### src/rtl/dprr_pkg.sv
// dprr_pkg: field widths shared by the paging block and its channel interfaces,
// and the small helper used by the paging block.
// No dependencies.
package dprr_pkg;

  // payload field widths of the access and result beats
  localparam int unsigned TaskIdW   = 1;
  localparam int unsigned PageNumW  = 8;
  localparam int unsigned VictimW   = 2;
  localparam int unsigned FrameNumW = 2;

  // reduce an 8-bit value into 0..m-1 by restoring subtraction of shifted m
  function automatic logic [7:0] red_mod(input logic [7:0] v, input int unsigned m);
    logic [7:0]  r;
    int unsigned sh;
    r = v;
    for (int k = 7; k >= 0; k--) begin
      sh = m << k;
      if ((sh <= 32'd255) && ({24'd0, r} >= sh)) begin
        r = r - 8'(sh);
      end
    end
    return r;
  endfunction

endpackage

### src/rtl/dprr_req_if.sv
// dprr_req_if: access channel (valid/ready plus task, page and victim).
// Depends on dprr_pkg for the field widths.
interface dprr_req_if import dprr_pkg::*; ();
  logic                valid;
  logic                ready;
  logic [TaskIdW-1:0]  task_id;
  logic [PageNumW-1:0] page_number;
  logic [VictimW-1:0]  victim_frame;

  modport source (output valid, output task_id, output page_number,
                  output victim_frame, input ready);
  modport sink   (input valid, input task_id, input page_number,
                  input victim_frame, output ready);
endinterface

### src/rtl/dprr_rsp_if.sv
// dprr_rsp_if: result channel (valid/ready plus frame, hit and eviction info).
// Depends on dprr_pkg for the field widths.
interface dprr_rsp_if import dprr_pkg::*; ();
  logic                 valid;
  logic                 ready;
  logic [FrameNumW-1:0] frame_number;
  logic                 hit;
  logic                 evicted;
  logic [TaskIdW-1:0]   evicted_task;
  logic [PageNumW-1:0]  evicted_page;

  modport source (output valid, output frame_number, output hit, output evicted,
                  output evicted_task, output evicted_page, input ready);
  modport sink   (input valid, input frame_number, input hit, input evicted,
                  input evicted_task, input evicted_page, output ready);
endinterface

### src/rtl/demand_paging_random_replace.sv
// demand_paging_random_replace: per-task page tables with random-victim replacement.
// Result beat is registered: idle takes the access and reads both tables, evaluate
//   writes it once the output is free, and an eviction adds the map state; ready is low
//   until idle (old-owner invalidate and new mapping write share one write port).
// Reset: after rst_ni the page table is swept to invalid, one entry a cycle,
//   all TASKS*PAGES entries (512 by default) with ready low; frames start free.
module demand_paging_random_replace
  import dprr_pkg::*;
#(
  parameter int unsigned PAGES  = 256,
  parameter int unsigned FRAMES = 4,
  parameter int unsigned TASKS  = 2
) (
  input  logic       clk_i,
  input  logic       rst_ni,
  dprr_req_if.sink   req_i,
  dprr_rsp_if.source rsp_o
);

  localparam int unsigned Depth = TASKS * PAGES;
  localparam int unsigned AW    = (Depth > 1) ? $clog2(Depth) : 1;
  localparam int unsigned PW    = $clog2(PAGES);
  localparam int unsigned FW    = $clog2(FRAMES);
  localparam int unsigned TW    = (TASKS > 1) ? $clog2(TASKS) : 1;
  localparam int unsigned PmW   = FW + 1;
  localparam int unsigned FoW   = TW + PW;

  typedef enum logic [1:0] {
    S_CLEAR,
    S_IDLE,
    S_EVAL,
    S_MAP
  } state_e;

  state_e          state_q, state_d;
  logic [AW-1:0]   clr_cnt_q, clr_cnt_d;
  logic [FW:0]     fill_q, fill_d;
  logic [TW-1:0]   task_q, task_d;
  logic [PW-1:0]   page_q, page_d;
  logic [FW-1:0]   victim_q, victim_d;
  logic [AW-1:0]   idx_q, idx_d;

  logic                 rsp_valid_q, rsp_valid_d;
  logic [FrameNumW-1:0] rsp_frame_q, rsp_frame_d;
  logic                 rsp_hit_q, rsp_hit_d;
  logic                 rsp_evict_q, rsp_evict_d;
  logic [TaskIdW-1:0]   rsp_etask_q, rsp_etask_d;
  logic [PageNumW-1:0]  rsp_epage_q, rsp_epage_d;

  logic            req_fire;
  logic [TW-1:0]   task_red;
  logic [PW-1:0]   page_red;
  logic [FW-1:0]   victim_red;
  logic [AW-1:0]   idx_in;

  logic            pm_we;
  logic [AW-1:0]   pm_waddr;
  logic [PmW-1:0]  pm_wdata;
  logic [PmW-1:0]  pm_rdata;
  logic            fo_we;
  logic [FW-1:0]   fo_waddr;
  logic [FoW-1:0]  fo_wdata;
  logic [FoW-1:0]  fo_rdata;

  logic            out_free;
  logic [TW-1:0]   old_task;
  logic [PW-1:0]   old_page;
  logic [AW-1:0]   old_idx;

  // input fields folded into range
  assign task_red   = (TASKS > 1) ? TW'(req_i.task_id) : '0;
  assign page_red   = PW'(red_mod(req_i.page_number, PAGES));
  assign victim_red = FW'(red_mod(8'(req_i.victim_frame), FRAMES));
  assign idx_in     = AW'(AW'(task_red) * AW'(PAGES)) + AW'(page_red);

  assign req_i.ready = (state_q == S_IDLE);
  assign req_fire    = req_i.valid && req_i.ready;

  // owner of the frame picked as victim
  assign old_task = fo_rdata[FoW-1 -: TW];
  assign old_page = fo_rdata[PW-1:0];
  assign old_idx  = AW'(AW'(old_task) * AW'(PAGES)) + AW'(old_page);

  assign out_free = !rsp_valid_q || rsp_o.ready;

  // page table: valid bit plus frame, indexed by task and page
  dprr_ram #(
    .WIDTH (PmW),
    .DEPTH (Depth)
  ) u_page_map (
    .clk_i   (clk_i),
    .we_i    (pm_we),
    .waddr_i (pm_waddr),
    .wdata_i (pm_wdata),
    .re_i    (req_fire),
    .raddr_i (idx_in),
    .rdata_o (pm_rdata)
  );

  // frame table: owner task and page, valid below the fill count
  dprr_ram #(
    .WIDTH (FoW),
    .DEPTH (FRAMES)
  ) u_frame_owner (
    .clk_i   (clk_i),
    .we_i    (fo_we),
    .waddr_i (fo_waddr),
    .wdata_i (fo_wdata),
    .re_i    (req_fire),
    .raddr_i (victim_red),
    .rdata_o (fo_rdata)
  );

  // sequencer: clear sweep, then lookup, allocate or evict, write back
  always_comb begin
    state_d     = state_q;
    clr_cnt_d   = clr_cnt_q;
    fill_d      = fill_q;
    task_d      = task_q;
    page_d      = page_q;
    victim_d    = victim_q;
    idx_d       = idx_q;
    rsp_valid_d = rsp_valid_q && !rsp_o.ready;
    rsp_frame_d = rsp_frame_q;
    rsp_hit_d   = rsp_hit_q;
    rsp_evict_d = rsp_evict_q;
    rsp_etask_d = rsp_etask_q;
    rsp_epage_d = rsp_epage_q;
    pm_we       = 1'b0;
    pm_waddr    = idx_q;
    pm_wdata    = '0;
    fo_we       = 1'b0;
    fo_waddr    = victim_q;
    fo_wdata    = {task_q, page_q};

    case (state_q)
      S_CLEAR: begin
        pm_we     = 1'b1;
        pm_waddr  = clr_cnt_q;
        clr_cnt_d = clr_cnt_q + 1'b1;
        if (clr_cnt_q == AW'(Depth - 1)) begin
          state_d = S_IDLE;
        end
      end
      S_IDLE: begin
        if (req_fire) begin
          task_d   = task_red;
          page_d   = page_red;
          victim_d = victim_red;
          idx_d    = idx_in;
          state_d  = S_EVAL;
        end
      end
      S_EVAL: begin
        if (out_free) begin
          rsp_valid_d = 1'b1;
          rsp_hit_d   = 1'b0;
          rsp_evict_d = 1'b0;
          rsp_etask_d = '0;
          rsp_epage_d = '0;
          state_d     = S_IDLE;
          if (pm_rdata[FW]) begin
            // hit: report the mapped frame
            rsp_hit_d   = 1'b1;
            rsp_frame_d = FrameNumW'(pm_rdata[FW-1:0]);
          end else if (fill_q < (FW + 1)'(FRAMES)) begin
            // free frame: lowest free is the fill count
            pm_we       = 1'b1;
            pm_wdata    = {1'b1, fill_q[FW-1:0]};
            fo_we       = 1'b1;
            fo_waddr    = fill_q[FW-1:0];
            fill_d      = fill_q + 1'b1;
            rsp_frame_d = FrameNumW'(fill_q[FW-1:0]);
          end else begin
            // evict: drop the old owner's mapping, new mapping next cycle
            pm_we       = 1'b1;
            pm_waddr    = old_idx;
            fo_we       = 1'b1;
            rsp_frame_d = FrameNumW'(victim_q);
            rsp_evict_d = 1'b1;
            rsp_etask_d = TaskIdW'(old_task);
            rsp_epage_d = PageNumW'(old_page);
            state_d     = S_MAP;
          end
        end
      end
      S_MAP: begin
        pm_we    = 1'b1;
        pm_wdata = {1'b1, victim_q};
        state_d  = S_IDLE;
      end
      default: begin
        state_d = S_IDLE;
      end
    endcase
  end

  always_ff @(posedge clk_i or negedge rst_ni) begin
    if (!rst_ni) begin
      state_q     <= S_CLEAR;
      clr_cnt_q   <= '0;
      fill_q      <= '0;
      task_q      <= '0;
      page_q      <= '0;
      victim_q    <= '0;
      idx_q       <= '0;
      rsp_valid_q <= 1'b0;
      rsp_frame_q <= '0;
      rsp_hit_q   <= 1'b0;
      rsp_evict_q <= 1'b0;
      rsp_etask_q <= '0;
      rsp_epage_q <= '0;
    end else begin
      state_q     <= state_d;
      clr_cnt_q   <= clr_cnt_d;
      fill_q      <= fill_d;
      task_q      <= task_d;
      page_q      <= page_d;
      victim_q    <= victim_d;
      idx_q       <= idx_d;
      rsp_valid_q <= rsp_valid_d;
      rsp_frame_q <= rsp_frame_d;
      rsp_hit_q   <= rsp_hit_d;
      rsp_evict_q <= rsp_evict_d;
      rsp_etask_q <= rsp_etask_d;
      rsp_epage_q <= rsp_epage_d;
    end
  end

  // result beat
  assign rsp_o.valid        = rsp_valid_q;
  assign rsp_o.frame_number = rsp_frame_q;
  assign rsp_o.hit          = rsp_hit_q;
  assign rsp_o.evicted      = rsp_evict_q;
  assign rsp_o.evicted_task = rsp_etask_q;
  assign rsp_o.evicted_page = rsp_epage_q;

`ifndef ASSERT_OFF
  // frames are never handed out past the table size
  a_fill_range: assert property (@(posedge clk_i) disable iff (!rst_ni)
    fill_q <= (FW + 1)'(FRAMES))
    else $error("fill count beyond frame count");

  // eviction only once every frame is taken
  a_evict_full: assert property (@(posedge clk_i) disable iff (!rst_ni)
    (rsp_o.valid && rsp_o.evicted) |-> (fill_q == (FW + 1)'(FRAMES)))
    else $error("eviction with a free frame left");

  // a hit never carries an eviction
  a_hit_no_evict: assert property (@(posedge clk_i) disable iff (!rst_ni)
    (rsp_o.valid && rsp_o.hit) |-> !rsp_o.evicted)
    else $error("hit reported together with eviction");

  // a taken access always moves the sequencer out of idle
  a_accept_eval: assert property (@(posedge clk_i) disable iff (!rst_ni)
    req_fire |=> (state_q == S_EVAL))
    else $error("accepted access not evaluated");
`endif

endmodule

### src/rtl/dprr_ram.sv
// dprr_ram: generic simple dual-port RAM, one write port, one registered read port.
// No dependencies.
module dprr_ram #(
  parameter int unsigned WIDTH = 8,
  parameter int unsigned DEPTH = 16
) (
  input  logic                                   clk_i,
  input  logic                                   we_i,
  input  logic [(DEPTH > 1 ? $clog2(DEPTH) : 1)-1:0] waddr_i,
  input  logic [WIDTH-1:0]                       wdata_i,
  input  logic                                   re_i,
  input  logic [(DEPTH > 1 ? $clog2(DEPTH) : 1)-1:0] raddr_i,
  output logic [WIDTH-1:0]                       rdata_o
);

  logic [WIDTH-1:0] mem_q [DEPTH];
  logic [WIDTH-1:0] rdata_q;

  // write port
  always_ff @(posedge clk_i) begin
    if (we_i) begin
      mem_q[waddr_i] <= wdata_i;
    end
  end

  // registered read, held when not enabled
  always_ff @(posedge clk_i) begin
    if (re_i) begin
      rdata_q <= mem_q[raddr_i];
    end
  end

  assign rdata_o = rdata_q;

endmodule
### src/flat_wrapper.sv
// flat-port wrapper written by rule: the top's interface ports become plain ports
module demand_paging_random_replace_flat import dprr_pkg::*;
#(
  parameter int unsigned PAGES  = 256,
  parameter int unsigned FRAMES = 4,
  parameter int unsigned TASKS  = 2
)
  (clk_i, rst_ni, req_i_valid, req_i_task_id, req_i_page_number, req_i_victim_frame, req_i_ready, rsp_o_valid, rsp_o_frame_number, rsp_o_hit, rsp_o_evicted, rsp_o_evicted_task, rsp_o_evicted_page, rsp_o_ready);
  dprr_req_if req_i_i ();
  dprr_rsp_if rsp_o_i ();
  input  logic clk_i;
  input  logic rst_ni;
  input wire logic [$bits(req_i_i.valid)-1:0] req_i_valid;
  input wire logic [$bits(req_i_i.task_id)-1:0] req_i_task_id;
  input wire logic [$bits(req_i_i.page_number)-1:0] req_i_page_number;
  input wire logic [$bits(req_i_i.victim_frame)-1:0] req_i_victim_frame;
  output wire logic [$bits(req_i_i.ready)-1:0] req_i_ready;
  output wire logic [$bits(rsp_o_i.valid)-1:0] rsp_o_valid;
  output wire logic [$bits(rsp_o_i.frame_number)-1:0] rsp_o_frame_number;
  output wire logic [$bits(rsp_o_i.hit)-1:0] rsp_o_hit;
  output wire logic [$bits(rsp_o_i.evicted)-1:0] rsp_o_evicted;
  output wire logic [$bits(rsp_o_i.evicted_task)-1:0] rsp_o_evicted_task;
  output wire logic [$bits(rsp_o_i.evicted_page)-1:0] rsp_o_evicted_page;
  input wire logic [$bits(rsp_o_i.ready)-1:0] rsp_o_ready;
  assign req_i_i.valid = req_i_valid;
  assign req_i_i.task_id = req_i_task_id;
  assign req_i_i.page_number = req_i_page_number;
  assign req_i_i.victim_frame = req_i_victim_frame;
  assign req_i_ready = req_i_i.ready;
  assign rsp_o_valid = rsp_o_i.valid;
  assign rsp_o_frame_number = rsp_o_i.frame_number;
  assign rsp_o_hit = rsp_o_i.hit;
  assign rsp_o_evicted = rsp_o_i.evicted;
  assign rsp_o_evicted_task = rsp_o_i.evicted_task;
  assign rsp_o_evicted_page = rsp_o_i.evicted_page;
  assign rsp_o_i.ready = rsp_o_ready;
  demand_paging_random_replace #(.PAGES(PAGES), .FRAMES(FRAMES), .TASKS(TASKS)) u_core (.clk_i(clk_i), .rst_ni(rst_ni), .req_i(req_i_i), .rsp_o(rsp_o_i));
endmodule
### config.mk
export PLATFORM = sky130hd
export DESIGN_NAME = demand_paging_random_replace_flat
export DESIGN_NICKNAME = d
export VERILOG_FILES = /design/src/rtl/dprr_pkg.sv /design/src/rtl/dprr_req_if.sv /design/src/rtl/dprr_rsp_if.sv /design/src/rtl/demand_paging_random_replace.sv /design/src/rtl/dprr_ram.sv /design/src/flat_wrapper.sv
export SDC_FILE = /design/constraint.sdc
export NUM_CORES = 2
export LEC_CHECK = 0
export BUFFER_PORTS_ARGS = -buffer_cell sky130_fd_sc_hd__buf_4
export CAP_MARGIN = 10
export CELL_PAD_IN_SITES_DETAIL_PLACEMENT = 2
export CELL_PAD_IN_SITES_GLOBAL_PLACEMENT = 2
export CORE_MARGIN = 5
export CORE_UTILIZATION = 33
export DETAILED_ROUTE_END_ITERATION = 8
export PLACE_DENSITY_LB_ADDON = 0.1
export SETUP_SLACK_MARGIN = 0.1
export SYNTH_ARGS = -nofsm -noshare
export SYNTH_HDL_FRONTEND = slang
export SYNTH_SLANG_ARGS = --single-unit
export TNS_END_PERCENT = 100
### constraint.sdc
create_clock -name clk_i -period 11.35 [get_ports clk_i]
set_input_delay 1.135 -clock clk_i [delete_from_list [all_inputs] [get_ports clk_i]]
set_output_delay 1.135 -clock clk_i [all_outputs]
set_load 0.01 [all_outputs]
; ---- After elaboration in Yosys (flattened, before gate mapping)
; Memory sizes are Yosys's and may differ from the RTL's. A register that Yosys moved wholly into a read port is not among the register bits.
; Index checks and enable logic that the tools add are counted.
[totals]
in_bits = 15
wordCells = 75
ff_bits = 48
output_inout_bits = 15
ramBits = 1572
mem_count = 2
[mem_list]
columns = memory, depth, width, rd, rd_clocked_by_memory_dff, wr, line
row1 = u_core.u_page_map.mem_q, 512, 3, 1, 1, 1, dprr_ram.sv:16  ; logic [WIDTH-1:0] mem_q [DEPTH];
row2 = u_core.u_frame_owner.mem_q, 4, 9, 1, 1, 1, dprr_ram.sv:16
[classes]
add_sub_neg = 4
n_lt_le_gt_ge = 1
n_eq_ne = 7
muxes = 36
n_reduce_logical = 11
bitwise_logic = 1
[ops]
columns = op, n
row1 = $mux 9, 3
row2 = $mux 2, 10
row3 = $add 9x8->9, 2
row4 = $pmux 9 s2, 1
row5 = $mux 8, 2
row6 = $mux 1, 14
row7 = $add 9x1->9 const B, 1
row8 = $eq 9x9->1 const B, 1
row9 = $mux 3, 3
row10 = $pmux 2 s4, 1
row11 = $pmux 3 s2, 1
row12 = $eq 2x2->1 const B, 2
row13 = $ne 2x1->1 const B, 2
row14 = $reduce_and 2->1, 2
row15 = $reduce_and 4->1, 1
row16 = $add 3x1->3 const B, 1
row17 = $lt 3x3->1 const B, 1
row18 = $reduce_and 3->1, 1
row19 = $eq 2x1->1 const B, 1
row20 = $logic_and 1x1->1, 2
row21 = $logic_not 1->1, 2
row22 = $logic_not 2->1, 1
row23 = $ne 2x2->1 const B, 1
row24 = $pmux 1 s2, 1
row25 = other kinds (3), 3

; ---- Logic depth before layout (Yosys ltp)
[depth]
depth_word = 6
depth_mapped = 12
ltp_nobuf = 9

; ---- Cells and area by module
; Synthesis repeated with hierarchy kept, for this count alone.
[hier_totals]
hier_cells = 3667
area_unflattened_um2 = 65803.1
[modules_own_cells]
columns = module, cells_each, area_per_inst_um2, seq_area_each_um2, instances
row1 = dprr_ram at u_core.u_page_map, 3446, 62301.0, 46214.3, 1
row2 = demand_paging_random_replace, 161, 1900.6, 975.9, 1
row3 = dprr_ram at u_core.u_frame_owner, 60, 1601.5, 1351.3, 1

; ---- Worst setup path before layout
; OpenSTA, ideal clock, no wires.
[synth_path]
path_type = input to register
from = input port rsp_o_ready
to = memory u_core.u_page_map.mem_q[0][0] in the netlist's numbering (data pin)
path_slack_ns = 1.298
required_time_ns = 9.821
path_stages = 5
setup_ns = 1.529
n_path_buf = 0
arrival_ns = 8.523
path_cell_list = nand2b_1 > nand2_1 > or2_2 > nor2_1 > a22o_1
[synth_between]
elab_chain_cells = 3
[synth_rtl]
columns = element, line
row1 = start: declaration, flat_wrapper.sv:24  ; input wire logic [$bits(rsp_o_i.ready)-1:0] rsp_o_ready;
row2 = $logic_or 1x1->1, demand_paging_random_replace.sv:84  ; assign out_free = !rsp_valid_q || rsp_o.ready;
row3 = $mux 3, demand_paging_random_replace.sv:155  ; if (out_free) begin
row4 = $pmux 3 s2, demand_paging_random_replace.sv:136  ; case (state_q)
row5 = via u_core.pm_wdata[0], demand_paging_random_replace.sv:58  ; logic [PmW-1:0] pm_wdata;
row6 = end: declaration, dprr_ram.sv:16
; The timed path passes the listed nets, and every way through them passes these cells.

; ---- Worst setup path in the final report
[layout_path]
from = register u_core.state_q[0]
to = memory u_core.u_page_map.mem_q[241][2] in the netlist's numbering (data pin)
[layout_between]
elab_chain_cells = 2
word_cells_on_any_way = 3
classes_between = eq/ne: 2 / mux: 1
[layout_rtl]
columns = element, line
row1 = start: declaration, demand_paging_random_replace.sv:35  ; state_e state_q, state_d;
row2 = start signal: assignment, demand_paging_random_replace.sv:214  ; state_q <= state_d;
row3 = $eq 2x2->1, demand_paging_random_replace.sv:136
row4 = $pmux 3 s2 *, demand_paging_random_replace.sv:136
row5 = via u_core.pm_wdata[2], demand_paging_random_replace.sv:58
; The timed path passes the listed nets; every way through them passes the cells marked *.

==> metrics.md <==
| Metric | Value |
|---|---|
| CTS H-tree lvls | 4 |
| RSZ-0062 raised after global routing | no |
| Final WL | approximately 210000 um |
| Final Critical Period | 5.21 ns |
| Starting DRT DRC Count | 2866 |
| I/O Buffers | 29 |
| CTS Buffer Depth | 3 |
| Syn_area_per_cell | 17.8 um^2 |
| Initial core utilization | about a third |
| Syn_nets | 3686 |
| Crit path kind | flip-flop to flip-flop |
| WP data arrival | 5.68 ns |
| Final Util | 37.7% |
| Row Count | between 150 and 200 |
| Achievable frequency | 0.192 GHz |
| Final #Nets | around 3700 |
| Die Area | 0.207 mm^2 |
| DRC viols | 0 |
| Die W | 455 um |
| Clock Pin Slew Worst Setup and Hold Paths | approximately 0.06 ns |
| Number of synthesized flops with an enable pin | 1584 |
| Outcome | completed |
| Chip Height | 455 um |
| Max_cap viols | 0 |
| Leak pwr | between 0.015 and 0.02 uW |
| Vias in the first global route | 38885 |
| DR pass1 iterations | 5 |
| Xor/xnor share of the synthesized area | 0.107% |
| Placed Cells | 6150 |
| I/O pin cnt | 30 |
| Final setup violation count | 0 |
| Grt total ovfl | 0 |
| HP Class | primary input to async pin |
| PD cells | ~170 mW/mm^2 |
| Top cell type's share of synthesized area | 72.8% |
| Via count | 35040 |
| VDD IR max | around 0.00016 V |
| Synth area leaders | edfxtp_1 (73%), mux4_2 (9.5%), mux2i_1 (3.9%), nor2_1 (3.3%), dfrtp_1 (1.5%) |
| Crit share post-route | 45.9% |
| Slew Viols, Final | 0 |
| Synth Area in Adders | 0.153% |
| Post-CTS sizing | 0 |
| Commonest non-fill, non-tap cells in the layout | edfxtp_1 (1584), nor2_1 (565), mux4_2 (275) |
| Yosys reg bits | about 1600 |
| Clock Sinks | 1623 |
| Main combinational cell family by area after synthesis | multiplexers |
| TNS Setup | 0 ns |
| GR Util All Layers | about a fifth |
| Sequential area share after synthesis | 74.3% |
| DR vias/cell | between 5 and 6 |
| Ys flop type | edfxtp_1 |
| Fill cell count | 18920 |
| Largest net degree at the start of global routing | around 210 |
| Routed len/inst | 31.8 um |
| RR Endpoint | u_core.u_page_map.mem_q[241][2]$_DFFE_PP_ |
| CP Launch Type | flip-flop |
| Synth Area in Compound Gates | between 4 and 5% |
| R2R cell count | 8 |
| Final Hold Violating Endpoints | 0 |
| R2R setup slack | between 6 and 7 ns |
| Worst clock skew | ~0.029 ns |
| CP Max Fanout | 173 |
| Asr flop ratio synth | ~2.4% |
| Total core area | 0.197 mm^2 |
| Mapped Cells | 3663 |
| Data required, critical path | 11.82 ns |
| Routed Antenna Nets | 0 |
| CP endpoint kind | flip-flop |
| Yosys cell types | 67 |
| Initial antenna violation count | 10 |
| Synth Area in Simple Gates | 5.33% |
| Post-CTS Setup Bufs | 0 |
| Leading area contributor after synthesis | edfxtp_1 |
| Least-Margin Pin Slew | approximately 1.2 ns |
| Post-Layout Cell Count | 6486 |
| Commonest non-fill, non-tap cell in the layout | edfxtp_1 |
| Hold buffer count at CTS | 0 |
| Post-synth design cell area | 0.0654 mm^2 |
| Slew margin rel. | 17.5% |
| Synthesis-to-finish area growth | 13.8% |
| Clk_lat worst skew | 0.81 ns |
| Layout cells sized above 1 | 18.9% |
| GPL Wtd Cong | 0.772 |
| Num CTS Buffers | between 150 and 200 |
| DP Wirelength | between 100000 and 150000 um |
| First-pass GRT wire length | between 200000 and 300000 um |
| Worst reg2reg startpoint | u_core.state_q[0]$_DFFE_PN0P_ |
| Root Buffer | clkbuf_16 |
| Fraction of synthesized area in multiplexers | 14.0% |
| CTS tree | built |
| Yosys warns | 0 |
-- how the worst max path moves through the flow --
stage               slack [ns]                          start                                   endpoint  depth (start not counted)
floorplan                 1.30                    rsp_o_ready    u_core.u_page_map.mem_q[0][0]$_DFFE_PP_                          5
global placement          5.06           req_i_page_number[0]     u_core.u_page_map.rdata_o[2]$_DFFE_PP_                          9
detailed placement        5.25           req_i_page_number[0]     u_core.u_page_map.rdata_o[1]$_DFFE_PP_                         10
CTS                       6.05  u_core.state_q[0]$_DFFE_PN0P_  u_core.u_page_map.mem_q[359][2]$_DFFE_PP_                          8
global route              5.73  u_core.state_q[0]$_DFFE_PN0P_  u_core.u_page_map.mem_q[354][2]$_DFFE_PP_                          8
finish                    6.14  u_core.state_q[0]$_DFFE_PN0P_  u_core.u_page_map.mem_q[241][2]$_DFFE_PP_                          8
-- cell type report --
class                      instances  area [um^2]  share of cell area [%]
inverter                           9         40.0                  0.0538
sequential                      1623        48500                    65.3
antenna                            1         2.50                 0.00336
timing repair buffer             104          848                    1.14
tap                             2640         3300                    4.44
multi-input combinational       1774        15600                    21.0
clock inverter                   110         1130                    1.52
clock buffer                     225         4910                    6.61
-- layer usage --
layer	vias to the layer above	wire, um	part of all wire (%)	global-route usage (%)
met5	-	33	0.016	0
met4	4	4230	2.1	4.56
met3	258	7840	3.8	2.98
met2	708	101000	49	33.3
met1	19281	93000	45	27.5
li1	14789	-	-	-
-- logic make-up after synthesis --
kind of cell             after synthesis
AO/OA/AOI/OAI                        368
multiplexers                         565
AND/OR/NAND/NOR                      825
flip-flops                          1623
buffers and inverters                266
XOR/XNOR                               8
adder cells (fa/ha/maj)                8
-- synthesized netlist by cell type (34+ instances only) --
library cell / number
a21oi_1: 53
buf_1: 37
buf_2: 37
buf_4: 41
clkbuf_1: 123
dfrtp_1: 39
edfxtp_1: 1584
mux2_2: 34
mux2i_1: 256
mux4_2: 275
nand2_1: 97
nor2_1: 566
nor3_1: 34
o21ai_0: 34
o221ai_1: 110
o22ai_1: 57
-- critical path: stages, from the launching register on --
cell     delay, ns
dfrtp_1       0.43
inv_1         0.10
ha_1          0.20
nand2_1       0.44
or2_2         0.49
nor2_1        0.47
or2_4         0.92
buf_12        0.66
buf_4         0.89
-- where the power goes --
group / internal (uW) / total, uW / leakage, uW / switching [uW]
registers: 6480 / 6480 / 0.0117 / 0.00000000000000931
clock network: 3540 / 5990 / 0.00295 / 2450
logic: 98.6 / 327 / 0.00503 / 228
total: 10100 / 12800 / 0.0196 / 2670
-- metrics by stage --
step	total power, uW	setup slack (ns)	cell area [um^2]	hold slack (ns)
6_report	12800	6.14	74400	0.334
5_1_grt	13200	5.73	74400	0.329
3_5_place_dp	6930	5.25	68300	0.479
4_1_cts	13000	6.05	74400	0.276
2_1_floorplan	6810	1.30	65400	0.467
3_3_place_gp	6930	5.06	68300	0.472
-- flip-flops by register name, indices dropped and copies added (netlist names) --
| name | flops |
|---|---|
| u_core.clr_cnt_q | 9 |
| u_core.fill_q | 3 |
| u_core.idx_q | 9 |
| u_core.rsp_o.evicted | 1 |
| u_core.rsp_o.evicted_page | 8 |
| u_core.rsp_o.evicted_task | 1 |
| u_core.rsp_o.frame_number | 2 |
| u_core.rsp_o.hit | 1 |
| u_core.rsp_o.valid | 1 |
| u_core.state_q | 2 |
| u_core.u_frame_owner.mem_q | 36 |
| u_core.u_frame_owner.rdata_o | 9 |
| u_core.u_page_map.mem_q | 1536 |
| u_core.u_page_map.rdata_o | 3 |
| u_core.victim_q | 2 |
Power figures use the tool's default switching activity.
